## src/rtl/kmp_pkg.sv

```systemverilog
// ----------------------------------------------------------------------------
// kmp_pkg
// Shared constants and types for the streaming substring matcher.
// ----------------------------------------------------------------------------
package kmp_pkg;

  localparam int MAX_PATTERN_LENGTH = 32;
  localparam int POSITION_WIDTH     = 32;
  localparam int LEN_W              = 6;
  localparam int MATCH_START_W      = 32;
  localparam int CFG_DATA_W         = 64;
  localparam int CFG_ADDR_W         = 6;
  localparam int REG_IDX_W          = 3;
  localparam int PAT_WORD_W         = 64;
  localparam int PAT_BITS           = 8 * MAX_PATTERN_LENGTH;
  localparam int PAT_IDX_W          = (MAX_PATTERN_LENGTH > 1) ?
                                      $clog2(MAX_PATTERN_LENGTH) : 1;

  // Register indexes; the byte address is eight times the index.
  localparam logic [REG_IDX_W-1:0] REG_PATTERN_LENGTH  = 3'd0;
  localparam logic [REG_IDX_W-1:0] REG_PATTERN_BYTES_0 = 3'd1;
  localparam logic [REG_IDX_W-1:0] REG_PATTERN_BYTES_1 = 3'd2;
  localparam logic [REG_IDX_W-1:0] REG_PATTERN_BYTES_2 = 3'd3;
  localparam logic [REG_IDX_W-1:0] REG_PATTERN_BYTES_3 = 3'd4;

  // Configuration as seen by the matcher core.
  typedef struct packed {
    logic [LEN_W-1:0]    eff_len;  // clamped to 1..MAX_PATTERN_LENGTH
    logic [PAT_BITS-1:0] pattern;  // byte k at bits 8k upward
    logic                wr;       // a register write completes this cycle
  } kmp_cfg_t;

  // Control common to every cell of the chain.
  typedef struct packed {
    logic accept;  // a text word is taken this cycle
    logic clear;   // drop every partial match
  } kmp_cell_ctrl_t;

endpackage

```

## src/rtl/kmp_if.sv

```systemverilog
// ----------------------------------------------------------------------------
// kmp_in_if / kmp_out_if
// Valid/ready channels for text words and match result words.
// ----------------------------------------------------------------------------
interface kmp_in_if;
  logic       valid;
  logic       ready;
  logic [7:0] text_char;
  logic       new_text;

  modport source (output valid, output text_char, output new_text, input ready);
  modport sink   (input valid, input text_char, input new_text, output ready);
endinterface

interface kmp_out_if;
  logic                             valid;
  logic                             ready;
  logic                             match_found;
  logic [kmp_pkg::MATCH_START_W-1:0] match_start;
  logic                             position_saturated;

  modport source (output valid, output match_found, output match_start,
                  output position_saturated, input ready);
  modport sink   (input valid, input match_found, input match_start,
                  input position_saturated, output ready);
endinterface

```

## src/rtl/kmp_cell.sv

```systemverilog
// ----------------------------------------------------------------------------
// kmp_cell
// One comparator cell: remembers whether the pattern prefix ending at its
// byte matched the text ending at the previous word.
// ----------------------------------------------------------------------------
module kmp_cell (
  input  logic                    clk,
  input  logic                    rst_n,
  input  kmp_pkg::kmp_cell_ctrl_t ctrl,
  input  logic [7:0]              text_char,
  input  logic [7:0]              pat_byte,
  input  logic                    link_in,   // prefix one shorter matched
  output logic                    hit_nxt,   // prefix through this byte matches now
  output logic                    hit_r
);

  assign hit_nxt = link_in && (text_char == pat_byte);

  always_ff @(posedge clk) begin
    if (!rst_n || ctrl.clear) begin
      hit_r <= 1'b0;
    end else if (ctrl.accept) begin
      hit_r <= hit_nxt;
    end
  end

endmodule

```

## src/rtl/kmp_regs.sv

```systemverilog
// ----------------------------------------------------------------------------
// kmp_regs
// APB-style register file holding the pattern length and pattern bytes.
// ----------------------------------------------------------------------------
module kmp_regs (
  input  logic                           clk,
  input  logic                           rst_n,
  input  logic                           cfg_psel,
  input  logic                           cfg_penable,
  input  logic                           cfg_pwrite,
  input  logic [kmp_pkg::CFG_ADDR_W-1:0] cfg_paddr,
  input  logic [kmp_pkg::CFG_DATA_W-1:0] cfg_pwdata,
  output logic [kmp_pkg::CFG_DATA_W-1:0] cfg_prdata,
  output logic                           cfg_pready,
  output kmp_pkg::kmp_cfg_t              cfg
);

  logic [kmp_pkg::LEN_W-1:0]      len_r;
  logic [kmp_pkg::PAT_WORD_W-1:0] word0_r, word1_r, word2_r, word3_r;
  logic [kmp_pkg::REG_IDX_W-1:0]  idx;
  logic                           wr_en;
  logic                           idx_mapped;
  logic [kmp_pkg::LEN_W-1:0]      eff_len;
  logic [4*kmp_pkg::PAT_WORD_W-1:0] all_words;

  assign cfg_pready = 1'b1;
  assign idx   = cfg_paddr[kmp_pkg::CFG_ADDR_W-1:3];
  assign wr_en = cfg_psel && cfg_penable && cfg_pwrite && cfg_pready;

  // Writes to addresses outside the map change nothing at all.
  assign idx_mapped = idx inside {[kmp_pkg::REG_PATTERN_LENGTH:kmp_pkg::REG_PATTERN_BYTES_3]};

  always_ff @(posedge clk) begin
    if (!rst_n) begin
      len_r   <= kmp_pkg::LEN_W'(1);
      word0_r <= '0;
      word1_r <= '0;
      word2_r <= '0;
      word3_r <= '0;
    end else if (wr_en) begin
      case (idx)
        kmp_pkg::REG_PATTERN_LENGTH:  len_r   <= cfg_pwdata[kmp_pkg::LEN_W-1:0];
        kmp_pkg::REG_PATTERN_BYTES_0: word0_r <= cfg_pwdata;
        kmp_pkg::REG_PATTERN_BYTES_1: word1_r <= cfg_pwdata;
        kmp_pkg::REG_PATTERN_BYTES_2: word2_r <= cfg_pwdata;
        kmp_pkg::REG_PATTERN_BYTES_3: word3_r <= cfg_pwdata;
        default: ;
      endcase
    end
  end

  always_comb begin
    case (idx)
      kmp_pkg::REG_PATTERN_LENGTH:
        cfg_prdata = kmp_pkg::CFG_DATA_W'(len_r);
      kmp_pkg::REG_PATTERN_BYTES_0: cfg_prdata = word0_r;
      kmp_pkg::REG_PATTERN_BYTES_1: cfg_prdata = word1_r;
      kmp_pkg::REG_PATTERN_BYTES_2: cfg_prdata = word2_r;
      kmp_pkg::REG_PATTERN_BYTES_3: cfg_prdata = word3_r;
      default:                      cfg_prdata = '0;
    endcase
  end

  // A length of zero behaves as one; anything past the cell count is clamped.
  always_comb begin
    if (len_r == '0) begin
      eff_len = kmp_pkg::LEN_W'(1);
    end else if (len_r > kmp_pkg::LEN_W'(kmp_pkg::MAX_PATTERN_LENGTH)) begin
      eff_len = kmp_pkg::LEN_W'(kmp_pkg::MAX_PATTERN_LENGTH);
    end else begin
      eff_len = len_r;
    end
  end

  assign all_words = {word3_r, word2_r, word1_r, word0_r};
  assign cfg       = '{eff_len: eff_len,
                       pattern: all_words[kmp_pkg::PAT_BITS-1:0],
                       wr:      wr_en && idx_mapped};

endmodule

```

## src/rtl/kmp_substring_matcher.sv

```systemverilog
// ----------------------------------------------------------------------------
// kmp_substring_matcher
// Streaming substring matcher reporting every (overlapping) occurrence.
// ----------------------------------------------------------------------------
// Text enters one byte per word on in_ch; a set new_text bit marks the first
// byte of a new text and restarts the position count at zero. Each text word
// produces exactly one result word on out_ch, holding the match flag, the
// zero-based start of the occurrence ending at that byte (zero when there is
// none) and a sticky flag set once the position counter hits its maximum.
// The pattern, 1 to 32 bytes, is written over the APB-style cfg_ port, one
// register every 8 bytes of address; every write to one of these registers
// drops all partial matches. Configuration is expected only while no word is
// in flight.
// A row of comparator cells, one per pattern byte, does the search: cell k
// remembers whether pattern bytes 0..k matched the text ending at the last
// byte, and passes that bit to cell k+1 as each word arrives. The result is
// known in the cycle the word is taken and is held in an output register, so
// a result appears in the cycle after its word is accepted and the block takes
// one word per cycle while the receiver keeps up. When out_ch stalls the
// result register holds and in_ch.ready drops until it is drained.
// Reset (rst_n low at a clock edge) restores length one, an all-zero
// pattern, position zero and an empty output register; no clearing pass.
// ----------------------------------------------------------------------------
module kmp_substring_matcher (
  input  logic                           clk,
  input  logic                           rst_n,
  kmp_in_if.sink                         in_ch,
  kmp_out_if.source                      out_ch,
  input  logic                           cfg_psel,
  input  logic                           cfg_penable,
  input  logic                           cfg_pwrite,
  input  logic [kmp_pkg::CFG_ADDR_W-1:0] cfg_paddr,
  input  logic [kmp_pkg::CFG_DATA_W-1:0] cfg_pwdata,
  output logic [kmp_pkg::CFG_DATA_W-1:0] cfg_prdata,
  output logic                           cfg_pready
);

  localparam int N  = kmp_pkg::MAX_PATTERN_LENGTH;
  localparam int PW = kmp_pkg::POSITION_WIDTH;

  kmp_pkg::kmp_cfg_t      cfg;
  kmp_pkg::kmp_cell_ctrl_t cell_ctrl;

  logic                          accept;
  logic [N-1:0]                  link;
  logic [N-1:0]                  hit_nxt;
  logic [N-1:0]                  hit_r;

  logic [PW-1:0]                 pos_r, pos_nxt, cur_pos, start_pos;
  logic                          sat_r, sat_nxt;
  logic [kmp_pkg::LEN_W-1:0]     len_m1;
  logic [kmp_pkg::PAT_IDX_W-1:0] last_idx;
  logic                          found;

  logic                              out_valid_r;
  logic                              match_found_r;
  logic [kmp_pkg::MATCH_START_W-1:0] match_start_r;
  logic                              pos_sat_r;

  kmp_regs u_regs (
    .clk         (clk),
    .rst_n       (rst_n),
    .cfg_psel    (cfg_psel),
    .cfg_penable (cfg_penable),
    .cfg_pwrite  (cfg_pwrite),
    .cfg_paddr   (cfg_paddr),
    .cfg_pwdata  (cfg_pwdata),
    .cfg_prdata  (cfg_prdata),
    .cfg_pready  (cfg_pready),
    .cfg         (cfg)
  );

  // The output register frees up whenever its word is taken in this cycle.
  assign in_ch.ready = !out_valid_r || out_ch.ready;
  assign accept      = in_ch.valid && in_ch.ready;

  assign cell_ctrl.accept = accept;
  assign cell_ctrl.clear  = cfg.wr;

  // The head cell always has an empty prefix behind it. Further down, a new
  // text forgets whatever the previous text left in the chain.
  always_comb begin
    link[0] = 1'b1;
    for (int k = 1; k < N; k++) begin
      link[k] = hit_r[k-1] && !in_ch.new_text;
    end
  end

  for (genvar g = 0; g < N; g++) begin : g_cell
    kmp_cell u_cell (
      .clk       (clk),
      .rst_n     (rst_n),
      .ctrl      (cell_ctrl),
      .text_char (in_ch.text_char),
      .pat_byte  (cfg.pattern[8*g +: 8]),
      .link_in   (link[g]),
      .hit_nxt   (hit_nxt[g]),
      .hit_r     (hit_r[g])
    );
  end

  // A full occurrence ends here when the cell for the last pattern byte fires.
  assign len_m1   = cfg.eff_len - kmp_pkg::LEN_W'(1);
  assign last_idx = len_m1[kmp_pkg::PAT_IDX_W-1:0];
  assign found    = hit_nxt[last_idx];

  assign cur_pos   = in_ch.new_text ? '0 : pos_r;
  assign start_pos = cur_pos - PW'(len_m1);

  // The counter stops at all ones and the sticky flag records it.
  always_comb begin
    if (cur_pos == {PW{1'b1}}) begin
      pos_nxt = cur_pos;
      sat_nxt = 1'b1;
    end else begin
      pos_nxt = cur_pos + PW'(1);
      sat_nxt = sat_r && !in_ch.new_text;
    end
  end

  always_ff @(posedge clk) begin
    if (!rst_n) begin
      pos_r <= '0;
      sat_r <= 1'b0;
    end else if (accept) begin
      pos_r <= pos_nxt;
      sat_r <= sat_nxt;
    end
  end

  always_ff @(posedge clk) begin
    if (!rst_n) begin
      out_valid_r <= 1'b0;
    end else if (accept) begin
      out_valid_r <= 1'b1;
    end else if (out_ch.ready) begin
      out_valid_r <= 1'b0;
    end
  end

  always_ff @(posedge clk) begin
    if (accept) begin
      match_found_r <= found;
      match_start_r <= found ? kmp_pkg::MATCH_START_W'(start_pos) : '0;
      pos_sat_r     <= sat_nxt;
    end
  end

  assign out_ch.valid              = out_valid_r;
  assign out_ch.match_found        = match_found_r;
  assign out_ch.match_start        = match_start_r;
  assign out_ch.position_saturated = pos_sat_r;

  // A register write leaves no partial match behind in any cell.
  a_clear_on_cfg: assert property (@(posedge clk) disable iff (!rst_n)
    cfg.wr |=> (hit_r == '0))
    else $error("partial match survived a configuration write");

  // Every accepted word puts a result in the output register.
  a_result_follows: assert property (@(posedge clk) disable iff (!rst_n)
    accept |=> out_valid_r)
    else $error("accepted word produced no result");

  // Saturation stays set until a new text begins.
  a_sat_sticky: assert property (@(posedge clk) disable iff (!rst_n)
    (sat_r && accept && !in_ch.new_text) |=> sat_r)
    else $error("saturation flag dropped within a text");

endmodule

```

## src/flat_wrapper.sv

```systemverilog
// flat-port wrapper written by rule: the top's interface ports become plain ports
module kmp_substring_matcher_flat 
  (clk, rst_n, cfg_psel, cfg_penable, cfg_pwrite, cfg_paddr, cfg_pwdata, cfg_prdata, cfg_pready, in_ch_valid, in_ch_text_char, in_ch_new_text, in_ch_ready, out_ch_valid, out_ch_match_found, out_ch_match_start, out_ch_position_saturated, out_ch_ready);
  kmp_in_if in_ch_i ();
  kmp_out_if out_ch_i ();
  input  logic clk;
  input  logic rst_n;
  input  logic cfg_psel;
  input  logic cfg_penable;
  input  logic cfg_pwrite;
  input  logic [kmp_pkg::CFG_ADDR_W-1:0] cfg_paddr;
  input  logic [kmp_pkg::CFG_DATA_W-1:0] cfg_pwdata;
  output logic [kmp_pkg::CFG_DATA_W-1:0] cfg_prdata;
  output logic cfg_pready;
  input wire logic [$bits(in_ch_i.valid)-1:0] in_ch_valid;
  input wire logic [$bits(in_ch_i.text_char)-1:0] in_ch_text_char;
  input wire logic [$bits(in_ch_i.new_text)-1:0] in_ch_new_text;
  output wire logic [$bits(in_ch_i.ready)-1:0] in_ch_ready;
  output wire logic [$bits(out_ch_i.valid)-1:0] out_ch_valid;
  output wire logic [$bits(out_ch_i.match_found)-1:0] out_ch_match_found;
  output wire logic [$bits(out_ch_i.match_start)-1:0] out_ch_match_start;
  output wire logic [$bits(out_ch_i.position_saturated)-1:0] out_ch_position_saturated;
  input wire logic [$bits(out_ch_i.ready)-1:0] out_ch_ready;
  assign in_ch_i.valid = in_ch_valid;
  assign in_ch_i.text_char = in_ch_text_char;
  assign in_ch_i.new_text = in_ch_new_text;
  assign in_ch_ready = in_ch_i.ready;
  assign out_ch_valid = out_ch_i.valid;
  assign out_ch_match_found = out_ch_i.match_found;
  assign out_ch_match_start = out_ch_i.match_start;
  assign out_ch_position_saturated = out_ch_i.position_saturated;
  assign out_ch_i.ready = out_ch_ready;
  kmp_substring_matcher u_core (.clk(clk), .rst_n(rst_n), .in_ch(in_ch_i), .out_ch(out_ch_i), .cfg_psel(cfg_psel), .cfg_penable(cfg_penable), .cfg_pwrite(cfg_pwrite), .cfg_paddr(cfg_paddr), .cfg_pwdata(cfg_pwdata), .cfg_prdata(cfg_prdata), .cfg_pready(cfg_pready));
endmodule
```

## config.mk

```make
export PLATFORM = sky130hd
export DESIGN_NAME = kmp_substring_matcher_flat
export DESIGN_NICKNAME = d
export VERILOG_FILES = /design/src/rtl/kmp_pkg.sv /design/src/rtl/kmp_if.sv /design/src/rtl/kmp_cell.sv /design/src/rtl/kmp_regs.sv /design/src/rtl/kmp_substring_matcher.sv /design/src/flat_wrapper.sv
export SDC_FILE = /design/constraint.sdc
export NUM_CORES = 1
export LEC_CHECK = 0
export BUFFER_PORTS_ARGS = -buffer_cell sky130_fd_sc_hd__buf_2
export CAP_MARGIN = 25
export CORE_ASPECT_RATIO = 1.25
export CORE_MARGIN = 2
export CORE_UTILIZATION = 30
export CTS_CLUSTER_DIAMETER = 100
export CTS_CLUSTER_SIZE = 10
export DETAILED_ROUTE_END_ITERATION = 6
export PLACE_DENSITY = 0.46
export SYNTH_ARGS = -nofsm -noshare
export SYNTH_HDL_FRONTEND = slang
export SYNTH_SLANG_ARGS = --single-unit
```

## constraint.sdc

```tcl
create_clock -name clk -period 9 [get_ports clk]
set_clock_uncertainty 0.15 [all_clocks]
set_input_delay 1.35 -clock clk [delete_from_list [all_inputs] [get_ports clk]]
set_output_delay 1.35 -clock clk [all_outputs]
set_load 0.03 [all_outputs]
```

==> results.yml, run 1 <==
logic_synthesis:
  synth_area_um2: 20330
  synth_cells: 2453
  async_reset_ff_share_pct: 0
  ys_warn_count: 0
  synth-seq-cells: 361
  syn_avg_cell_area_um2: 8.288
  synth.distinct_cells: 81
  ys_seq_area_share_pct: 37.22
  synth_edf_count: 34
  synthFlopType: "dfxtp_1"
detailed_routing:
  wirelength_mm: 74.27
  viasPerCell: 5.235
  top_layer_used: "met5"
  drt_pre_antenna_iters: 5
  wl_met3_mm: 3.647
  antenna_left: 0
  wl_per_cell_um: 21.85
  drtIter0Drc: 1132
  wl_met2_mm: 36.51
  drc: 0
  via_count: 17795
  drt-met1-wl_mm: 31.37
hold_path:
  hold_class: "register to register"
  hp-start: "u_core.g_cell[14].u_cell.hit_r$_SDFFE_PP0P_"
  min_to: "u_core.g_cell[14].u_cell.hit_r$_SDFFE_PP0P_"
  whs_path_depth: 2
cts:
  cts.sinks: 361
  cts-root-buf: "clkbuf_16"
  h-tree-depth: 2
  clock_latency_ns: 0.57
  cts-resized-gates: 0
  clk_path_buf_depth: 3
  numCtsBuffers: 42
  cts_tree: "done"
  clk_pin_slew_ns: 0.05
  post_cts_buffers: 0
  cts_hold_buf: 0
sta:
  fin_setup_tns_ns: 0
  hold_viol_final: 0
  worstMarginPinSlew_ns: 1.069
  relSlewSlack_pct: 28.70
  fmaxAchievable_mhz: 175.7
  rsz0062_at_grt: "false"
  post-route-period-util_pct: 63.25
  fin_ws_ns: 3.308
  setup-violations-final: 0
  fin_crit_ns: 5.692
  slew_violations: 0
power_and_ir_drop:
  leakage_nw: 7.856
  powerDensity_nw_per_um2: 155.1
  p_clk_share_pct: 43.7
  peakVddDrop_mv: 0.1054
  power.switching_mw: 0.9273
  switching_share_pct: 26.32
  p_int_mw: 2.597
  seq_power_share_pct: 46.8
  p_comb_share_pct: 9.5
floorplan:
  boundaryPins: 187
  rows: 106
  dieArea_um2: 69880
  die_x_um: 236.8
  core_um2: 66980
  die_h_um: 295.0
  start_util_pct: 30.35
layout:
  n_fill_cell: 7028
  nNetsFinal: 2620
  syn_to_final_growth_pct: 11.73
  final_common_cell: "nand2_1"
  final_cell_mix: "667 x nand2_1, 327 x dfxtp_1, 260 x a21boi_0"
  drive_gt1_share_pct: 12.72
worst_setup_path:
  critPathMostFrequentCell: "buf_2"
  r2r_end: "u_core.out_ch.match_start[8]$_SDFFCE_PN0P_"
  r2r_start: "u_core.u_regs.len_r[1]$_SDFFE_PN0P_"
  critPathSlowestCell: "nor2b_4"
  cp-end-kind: "primary output"
  crit_required_ns: 7.50
  path_cells: "buf_2, nor2b_1, nor2b_4, buf_4, a22oi_1, nand2_1, buf_2"
  critPathMaxStageDelay_ns: 0.74
  r2r_slack_ns: 4.17
  startpoint_type: "primary input"
  reg2regPathDepth: 15
  crit_fanout: 41
  setup.worst_path.class: "primary input to primary output"
  cp.arrival_ns: 4.19
placement:
  hpwl_mm: 47.15
  port_buffers: 182
  gp_congestion: 0.8225
  pre_cts_slack_ns: 3.335
global_route:
  grt_pass1_wl_mm: 111.7
  antenna_found_initial: 6
  grt_max_degree: 110
  grt_pass1_vias: 17857
  overflow: 0
  grt_usage_pct: 20.88
job:
  drv_cap: 0
outcome:
  status: "finished, final reports clean"
synthesized netlist by cell type (7+ instances only):
cell / instances / area, µm²
xnor2_1: 211 / 1848
o311ai_0: 9 / 78.83
nor2b_1: 22 / 137.6
a21boi_0: 260 / 1952
edfxtp_1: 34 / 1021
nand3_1: 73 / 365.4
buf_1: 8 / 30.03
nand4_1: 38 / 237.7
inv_1: 17 / 63.81
a22oi_1: 117 / 878.3
and2_1: 27 / 168.9
nor2_1: 49 / 183.9
o21ai_0: 17 / 85.08
buf_6: 18 / 202.7
xor2_1: 73 / 639.4
buf_12: 7 / 140.1
and3_1: 15 / 93.84
buf_4: 8 / 60.06
nand2b_1: 10 / 62.56
dfxtp_1: 327 / 6546
buf_2: 7 / 35.03
nor4_1: 31 / 193.9
ha_1: 8 / 100.1
mux2i_1: 25 / 250.2
a21oi_1: 53 / 265.3
nor3_1: 38 / 190.2
nand2_1: 672 / 2522
clkbuf_1: 132 / 495.5
a22oi_2: 12 / 150.1
buf_8: 7 / 105.1
and4_1: 8 / 70.07
sequential cells by signal, summed over array words and instances, names as in the netlist:
signal                            cells
u_core.u_regs.word2_r                64
u_core.sat_r                          1
u_core.g_cell.u_cell.hit_r           31
u_core.u_regs.word1_r                64
u_core.u_regs.word3_r                64
u_core.u_regs.word0_r                64
u_core.pos_r                         32
u_core.out_ch.match_found             1
u_core.out_ch.valid                   1
u_core.u_regs.len_r                   6
u_core.out_ch.position_saturated      1
u_core.out_ch.match_start            32
worst max-delay path by stage:
stage,from,end,slack (ns)
finish,cfg_paddr[4],cfg_prdata[58],3.31
global route,cfg_paddr[4],cfg_prdata[26],3.23
CTS,cfg_paddr[4],cfg_prdata[26],3.32
detailed placement,cfg_paddr[4],cfg_prdata[26],3.34
global placement,cfg_paddr[4],cfg_prdata[26],3.32
floorplan,cfg_paddr[4],cfg_prdata[53],4.46
cells by family (layout without fill, tap and decap cells):
| logic type | after synthesis | after routing | share of synthesized area, % |
|---|---|---|---|
| simple gates | 1015 | 1015 | 22.35 |
| mux | 27 | 27 | 1.397 |
| compound gates | 546 | 546 | 20.38 |
| other cells | 1 | 5 | 0.01845 |
| xor+xnor | 286 | 286 | 12.40 |
| flops | 361 | 361 | 37.22 |
| buf+inv | 208 | 286 | 5.644 |
| fa+ha+maj | 9 | 9 | 0.5909 |
stage by stage:
step | cells | util (%) | area, µm² | hold slack, ns | power (mW)
CTS | 3396 | 33.90 | 22710 | 0.3064 | 3.576
global route | 3397 | 33.91 | 22710 | 0.3277 | 3.656
floorplan | 2454 | - | 20330 | 0.2774 | 1.912
detailed placement | 3345 | 32.24 | 21590 | 0.2901 | 2.021
finish | 3399 | 33.91 | 22710 | 0.3029 | 3.524
global placement | 3344 | 32.20 | 21560 | 0.2862 | 2.018
layout make-up:
cell class                 count  area [µm²]  share of cell area, %
clock inverter                 2       17.52                0.07712
multi-input combinational   1885       11690                  51.45
clock buffer                  49        1099                  4.836
inverter                      21       78.83                 0.3470
sequential                   361        7567                  33.31
tap                          864        1081                  4.759
timing repair buffer         214        1177                  5.183
antenna                        3       7.507                0.03305
per-layer routing:
metal  vias up  GRT usage [%]
met4         2          8.259
met2       512          36.86
met5         -              0
li1       8539              -
met3       131          2.904
met1      8611          25.60
worst max-delay path, delay by kind of cell:
kind                   cells  cell delay (ns)
AOI/OAI and AO/OA          1             0.17
and+or+nand+nor            3             1.43
buffers and inverters      3             1.18
power groups by stage:
| stage | Clock [mW] | Combinational, mW | Sequential (mW) |
|---|---|---|---|
| 2_1_floorplan | 0 | 0.212 | 1.70 |
| 3_3_place_gp | 0 | 0.333 | 1.68 |
| 3_5_place_dp | 0 | 0.336 | 1.69 |
| 4_1_cts | 1.59 | 0.337 | 1.65 |
| 5_1_grt | 1.65 | 0.359 | 1.65 |
| 6_report | 1.54 | 0.335 | 1.65 |
No activity file was read; power rests on OpenSTA's default activity.
==> run 2, diff against run 1 <==
--- a/config.mk
+++ b/config.mk
@@ -5,6 +5,7 @@
 export SDC_FILE = /design/constraint.sdc
 export NUM_CORES = 1
 export LEC_CHECK = 0
+export ABC_AREA = 1
 export BUFFER_PORTS_ARGS = -buffer_cell sky130_fd_sc_hd__buf_2
 export CAP_MARGIN = 25
 export CORE_ASPECT_RATIO = 1.25
@@ -13,7 +14,7 @@
 export CTS_CLUSTER_DIAMETER = 100
 export CTS_CLUSTER_SIZE = 10
 export DETAILED_ROUTE_END_ITERATION = 6
-export PLACE_DENSITY = 0.46
+export PLACE_DENSITY = 0.48
 export SYNTH_ARGS = -nofsm -noshare
 export SYNTH_HDL_FRONTEND = slang
 export SYNTH_SLANG_ARGS = --single-unit
==> constraint.sdc (replaced) <==
create_clock -name clk -period 5.1 [get_ports clk]
set_clock_uncertainty 0.15 [all_clocks]
set_input_delay 0.765 -clock clk [delete_from_list [all_inputs] [get_ports clk]]
set_output_delay 0.765 -clock clk [all_outputs]
set_load 0.03 [all_outputs]
==> run 2 against run 1 <==
  * Critical path type is now register to register
  * First-iteration DRC count is 36% higher
  * Largest cell class unchanged
  * Wire length rose by 11%
  * Hold slack worse by 0.0083 ns
  * Power increased by 84%
==> results.yml, run 2 <==
cts:
  numCtsBuffers: 42
  h-tree-depth: 2
  post_cts_buffers: 0
  cts.sinks: 361
  cts-root-buf: "clkbuf_16"
  clk_pin_slew_ns: 0.06
  cts_hold_buf: 0
  cts-resized-gates: 0
  clock_latency_ns: 0.59
  clk_path_buf_depth: 3
  cts_tree: "done"
sta:
  fmaxAchievable_mhz: 220.9
  fin_setup_tns_ns: 0
  fin_ws_ns: 0.5726
  rsz0062_at_grt: "false"
  worstMarginPinSlew_ns: 1.033
  fin_crit_ns: 4.527
  relSlewSlack_pct: 31.12
  hold_viol_final: 0
  post-route-period-util_pct: 88.77
  slew_violations: 0
  setup-violations-final: 0
worst_setup_path:
  crit_required_ns: 5.25
  cp.arrival_ns: 4.67
  r2r_slack_ns: 0.57
  reg2regPathDepth: 18
  startpoint_type: "register"
  r2r_start: "u_core.u_regs.len_r[0]$_SDFFE_PN1P_"
  r2r_end: "u_core.out_ch.match_start[27]$_SDFFCE_PN0P_"
  setup.worst_path.class: "register to register"
  crit_fanout: 18
  cp-end-kind: "register"
  startpoint: "u_core.u_regs.len_r[0]$_SDFFE_PN1P_"
  cp-endpoint: "u_core.out_ch.match_start[27]$_SDFFCE_PN0P_"
placement:
  gp_congestion: 0.8652
  pre_cts_slack_ns: 0.6773
  port_buffers: 182
  hpwl_mm: 55.05
logic_synthesis:
  ys_warn_count: 0
  synth_edf_count: 34
  post-synth-top-area-fraction_pct: 32.53
  ys_seq_area_share_pct: 37.60
  synth_most_common_cell: "nand2_1"
  synth.area.top_cells: "dfxtp_1 33%, nand2_1 12%, nor2_1 9.5%, o21ai_0 8.8%, a21oi_1 5.4%"
  synth_area_um2: 20130
  async_reset_ff_share_pct: 0
  synth_top_cell_by_area: "dfxtp_1"
  synth.distinct_cells: 51
  synth_cells: 3024
  synthFlopType: "dfxtp_1"
  synth-seq-cells: 361
  syn_avg_cell_area_um2: 6.656
  synth_common_cells: "659 x nand2_1, 512 x nor2_1, 352 x o21ai_0, 327 x dfxtp_1, 271 x inv_1"
power_and_ir_drop:
  power_mw: 6.496
  leakage_nw: 9.655
  peakVddDrop_mv: 0.1993
  powerDensity_nw_per_um2: 283.5
global_route:
  grt_pass1_vias: 19473
  grt_max_degree: 110
  antenna_found_initial: 6
  overflow: 0
  grt_pass1_wl_mm: 122.2
  grt_usage_pct: 23.25
floorplan:
  die_x_um: 235.7
  die_h_um: 293.6
  boundaryPins: 187
  core_um2: 66580
  rows: 106
  start_util_pct: 30.23
  dieArea_um2: 69190
detailed_routing:
  drc: 0
  drt_pre_antenna_iters: 5
  wirelength_mm: 82.36
  drtIter0Drc: 1537
  via_count: 20223
  antenna_left: 0
  wl_per_cell_um: 20.60
  viasPerCell: 5.058
layout:
  final_common_cell: "nand2_1"
  syn_to_final_growth_pct: 13.84
  nNetsFinal: 3217
  drive_gt1_share_pct: 10.47
  register_area_um2: 7567
  multi_input_area_um2: 10700
  n_fill_cell: 7429
  final_cell_mix: "659 x nand2_1, 508 x nor2_1, 352 x o21ai_0"
  final_util_pct: 34.42
job:
  drv_cap: 0
outcome:
  status: "finished, final reports clean"
hold_path:
  hold_class: "primary input to register"
[run 2: logic make-up after synthesis]
family | after synthesis | share of synthesized area, %
and+or+nand+nor | 1358 | 27.27
DFF | 361 | 37.60
AOI/OAI and AO/OA | 696 | 19.23
xor gates and xnor gates | 133 | 5.788
other | 1 | 0.01863
adders and majority gates | 9 | 0.5968
buffers and inverters | 466 | 9.493
[run 2: where the power goes]
part	switching (mW)	total, mW	internal, mW
logic	0.543	0.751	0.208
registers	0.0352	2.96	2.93
clock network	1.27	2.78	1.51
[run 2: worst min path at each step]
| stage | startpoint | end | slack [ns] | cells past startpoint |
|---|---|---|---|---|
| 5_1_grt | cfg_pwdata[48] | u_core.u_regs.word1_r[48]$_SDFFE_PN0P_ | 0.30 | 3 |
| 6_report | cfg_pwdata[37] | u_core.u_regs.word1_r[37]$_SDFFE_PN0P_ | 0.29 | 3 |
| 3_5_place_dp | u_core.pos_r[30]$_SDFFE_PN0P_ | u_core.pos_r[30]$_SDFFE_PN0P_ | 0.31 | 2 |
| 3_3_place_gp | u_core.pos_r[30]$_SDFFE_PN0P_ | u_core.pos_r[30]$_SDFFE_PN0P_ | 0.30 | 2 |
| 4_1_cts | cfg_pwdata[37] | u_core.u_regs.word1_r[37]$_SDFFE_PN0P_ | 0.27 | 3 |
| 2_1_floorplan | u_core.pos_r[23]$_SDFFE_PN0P_ | u_core.pos_r[23]$_SDFFE_PN0P_ | 0.30 | 2 |
[run 2: metrics by stage]
step | instance area [µm²] | instances | hold WS, ns
2_1_floorplan | 20130 | 3025 | 0.2953
3_3_place_gp | 21760 | 3942 | 0.3043
3_5_place_dp | 21760 | 3942 | 0.3066
4_1_cts | 22910 | 3996 | 0.2697
5_1_grt | 22910 | 3997 | 0.2998
6_report | 22910 | 3998 | 0.2945
[run 2: area by class of cell]
cell class | instances | share of cell area [%]
inverter | 285 | 4.729
clock buffer | 51 | 4.827
antenna | 2 | 0.02184
multi-input combinational | 2198 | 46.68
clock inverter | 3 | 0.1802
timing repair buffer | 234 | 5.816
sequential | 361 | 33.03
tap | 864 | 4.718
[run 2: routing by layer]
| layer | track usage [%] | wire (µm) |
|---|---|---|
| met3 | 2.880 | 3853 |
| met2 | 41.63 | 40560 |
| met4 | 9.445 | 3365 |
| met1 | 28.16 | 34560 |
| met5 | 0 | 27 |
[run 2: critical path, cell delays in order (launching register included)]
cell     delay, ns
dfxtp_1       0.35
inv_1         0.07
o21ai_2       0.69
inv_1         0.24
ha_1          0.29
nand3_1       0.10
xor2_1        0.48
ha_1          0.39
nand2_1       0.09
inv_1         0.04
a21oi_1       0.19
nor2_1        0.08
inv_1         0.07
nand2_1       0.14
nor3_4        0.43
nand2_2       0.11
nor2_1        0.13
xor2_1        0.15
nor2_1        0.06
==> run 3, diff against run 2 <==
--- a/config.mk
+++ b/config.mk
@@ -14,7 +14,7 @@
 export CTS_CLUSTER_DIAMETER = 100
 export CTS_CLUSTER_SIZE = 10
 export DETAILED_ROUTE_END_ITERATION = 6
-export PLACE_DENSITY = 0.48
+export PLACE_DENSITY_LB_ADDON = 0.05
 export SYNTH_ARGS = -nofsm -noshare
 export SYNTH_HDL_FRONTEND = slang
 export SYNTH_SLANG_ARGS = --single-unit
==> run 3 against run 2 <==
  * Wire length increased by 6.5%
  * Final cell count down 0.25%
  * Sequential power barely moved
  * Register-to-register slack worse by 0.099 ns
  * Critical endpoint unchanged
  * Via count grew 1.6%
  * Power about the same
  * Highest routed layer unchanged
  * Die area unchanged
==> results.yml, run 3 (synthesis gave the netlist of run 2 again) <==
worst_setup_path:
  crit_required_ns: 5.25
  cp.arrival_ns: 4.78
  cp-end-kind: "register"
  crit_fanout: 18
  startpoint_type: "register"
  setup.worst_path.class: "register to register"
sta:
  fin_setup_tns_ns: 0
  fin_crit_ns: 4.626
  post-route-period-util_pct: 90.71
  worstMarginPinSlew_ns: 1.029
  hold_viol_final: 0
  timing.hold.ws_ns: 0.3022
  setup-violations-final: 0
  relSlewSlack_pct: 30.99
  fin_ws_ns: 0.4739
  rsz0062_at_grt: "false"
  fmaxAchievable_mhz: 216.2
  slew_violations: 0
cts:
  cts_hold_buf: 0
  cts_tree: "done"
  numCtsBuffers: 42
  cts-root-buf: "clkbuf_16"
  h-tree-depth: 2
  cts.sinks: 361
  clock_latency_ns: 0.59
  post_cts_buffers: 0
  clk_pin_slew_ns: 0.06
  cts-resized-gates: 0
  clk_path_buf_depth: 3
detailed_routing:
  drt_pre_antenna_iters: 7
  via_count: 20549
  drc: 0
  viasPerCell: 5.153
  antenna_left: 0
  wl_per_cell_um: 22.00
  wirelength_mm: 87.74
  drtIter0Drc: 1547
layout:
  syn_to_final_growth_pct: 13.90
  final_common_cell: "nand2_1"
  drive_gt1_share_pct: 10.31
  final_cell_mix: "659 x nand2_1, 508 x nor2_1, 352 x o21ai_0"
  final_cells: 3988
  fin_area_um2: 22920
  diodes: 0
  final_util_pct: 34.43
  nNetsFinal: 3211
floorplan:
  rows: 106
  dieArea_um2: 69190
  boundaryPins: 187
  die_h_um: 293.6
  die_x_um: 235.7
  start_util_pct: 30.23
  core_um2: 66580
power_and_ir_drop:
  power_mw: 6.495
  peakVddDrop_mv: 0.2661
  leakage_nw: 9.661
  powerDensity_nw_per_um2: 283.3
global_route:
  grt_usage_pct: 24.86
  grt_max_degree: 116
  overflow: 0
  grt_pass1_wl_mm: 129.5
  grt_pass1_vias: 20103
  antenna_found_initial: 2
placement:
  port_buffers: 182
  hpwl_mm: 57.86
  pre_cts_slack_ns: 0.5734
  dpl-instance-area_um2: 21780
  gp_congestion: 0.8827
  placed_cells: 3935
outcome:
  status: "finished, final reports clean"
hold_path:
  hold_class: "primary input to register"
job:
  drv_cap: 0
-- run 3: layout make-up --
class | instances | area, µm²
Fill cell | 7363 | 43650
Multi-Input combinational cell | 2198 | 10690
Sequential cell | 361 | 7567
Timing Repair Buffer | 228 | 1390
Inverter | 285 | 1084
Tap cell | 864 | 1081
Clock buffer | 48 | 1074
Clock inverter | 4 | 42.54
-- run 3: final timing paths --
check / startpoint / endpoint / slack [ns] / cells past startpoint
min reg2reg: u_core.pos_r[21]$_SDFFE_PN0P_ / u_core.pos_r[21]$_SDFFE_PN0P_ / 0.32 / 2
max reg2reg: u_core.u_regs.len_r[0]$_SDFFE_PN1P_ / u_core.out_ch.match_start[27]$_SDFFCE_PN0P_ / 0.47 / 18
min: cfg_pwdata[29] / u_core.u_regs.word3_r[29]$_SDFFE_PN0P_ / 0.30 / 3
max: u_core.u_regs.len_r[0]$_SDFFE_PN1P_ / u_core.out_ch.match_start[27]$_SDFFCE_PN0P_ / 0.47 / 18
-- run 3: power breakdown --
group          internal (mW)  switching, mW  leakage, nW
sequential              2.93         0.0349         2.99
combinational          0.212          0.563         6.13
clock                   1.48           1.28        0.545
-- run 3: critical path, stage by stage (launching register included) --
cell     delay (ns)
dfxtp_1        0.37
inv_1          0.08
o21ai_2        0.73
inv_1          0.25
ha_1           0.30
nand3_1        0.10
xor2_1         0.48
ha_1           0.39
nand2_1        0.09
inv_1          0.04
a21oi_1        0.17
nor2_1         0.07
inv_1          0.07
nand2_1        0.14
nor3_4         0.46
nand2_2        0.11
nor2_1         0.14
xor2_1         0.16
nor2_1         0.06
-- run 3: layer usage --
| metal | wire [µm] | part of all wire [%] | GRT usage, % | up-vias |
|---|---|---|---|---|
| li1 | - | - | - | 9975 |
| met1 | 36180 | 41 | 29.43 | 9845 |
| met2 | 44720 | 51 | 46.17 | 568 |
| met3 | 3756 | 4.3 | 2.842 | 157 |
| met4 | 3052 | 3.5 | 8.762 | 4 |
| met5 | 26 | 0.030 | 0 | - |
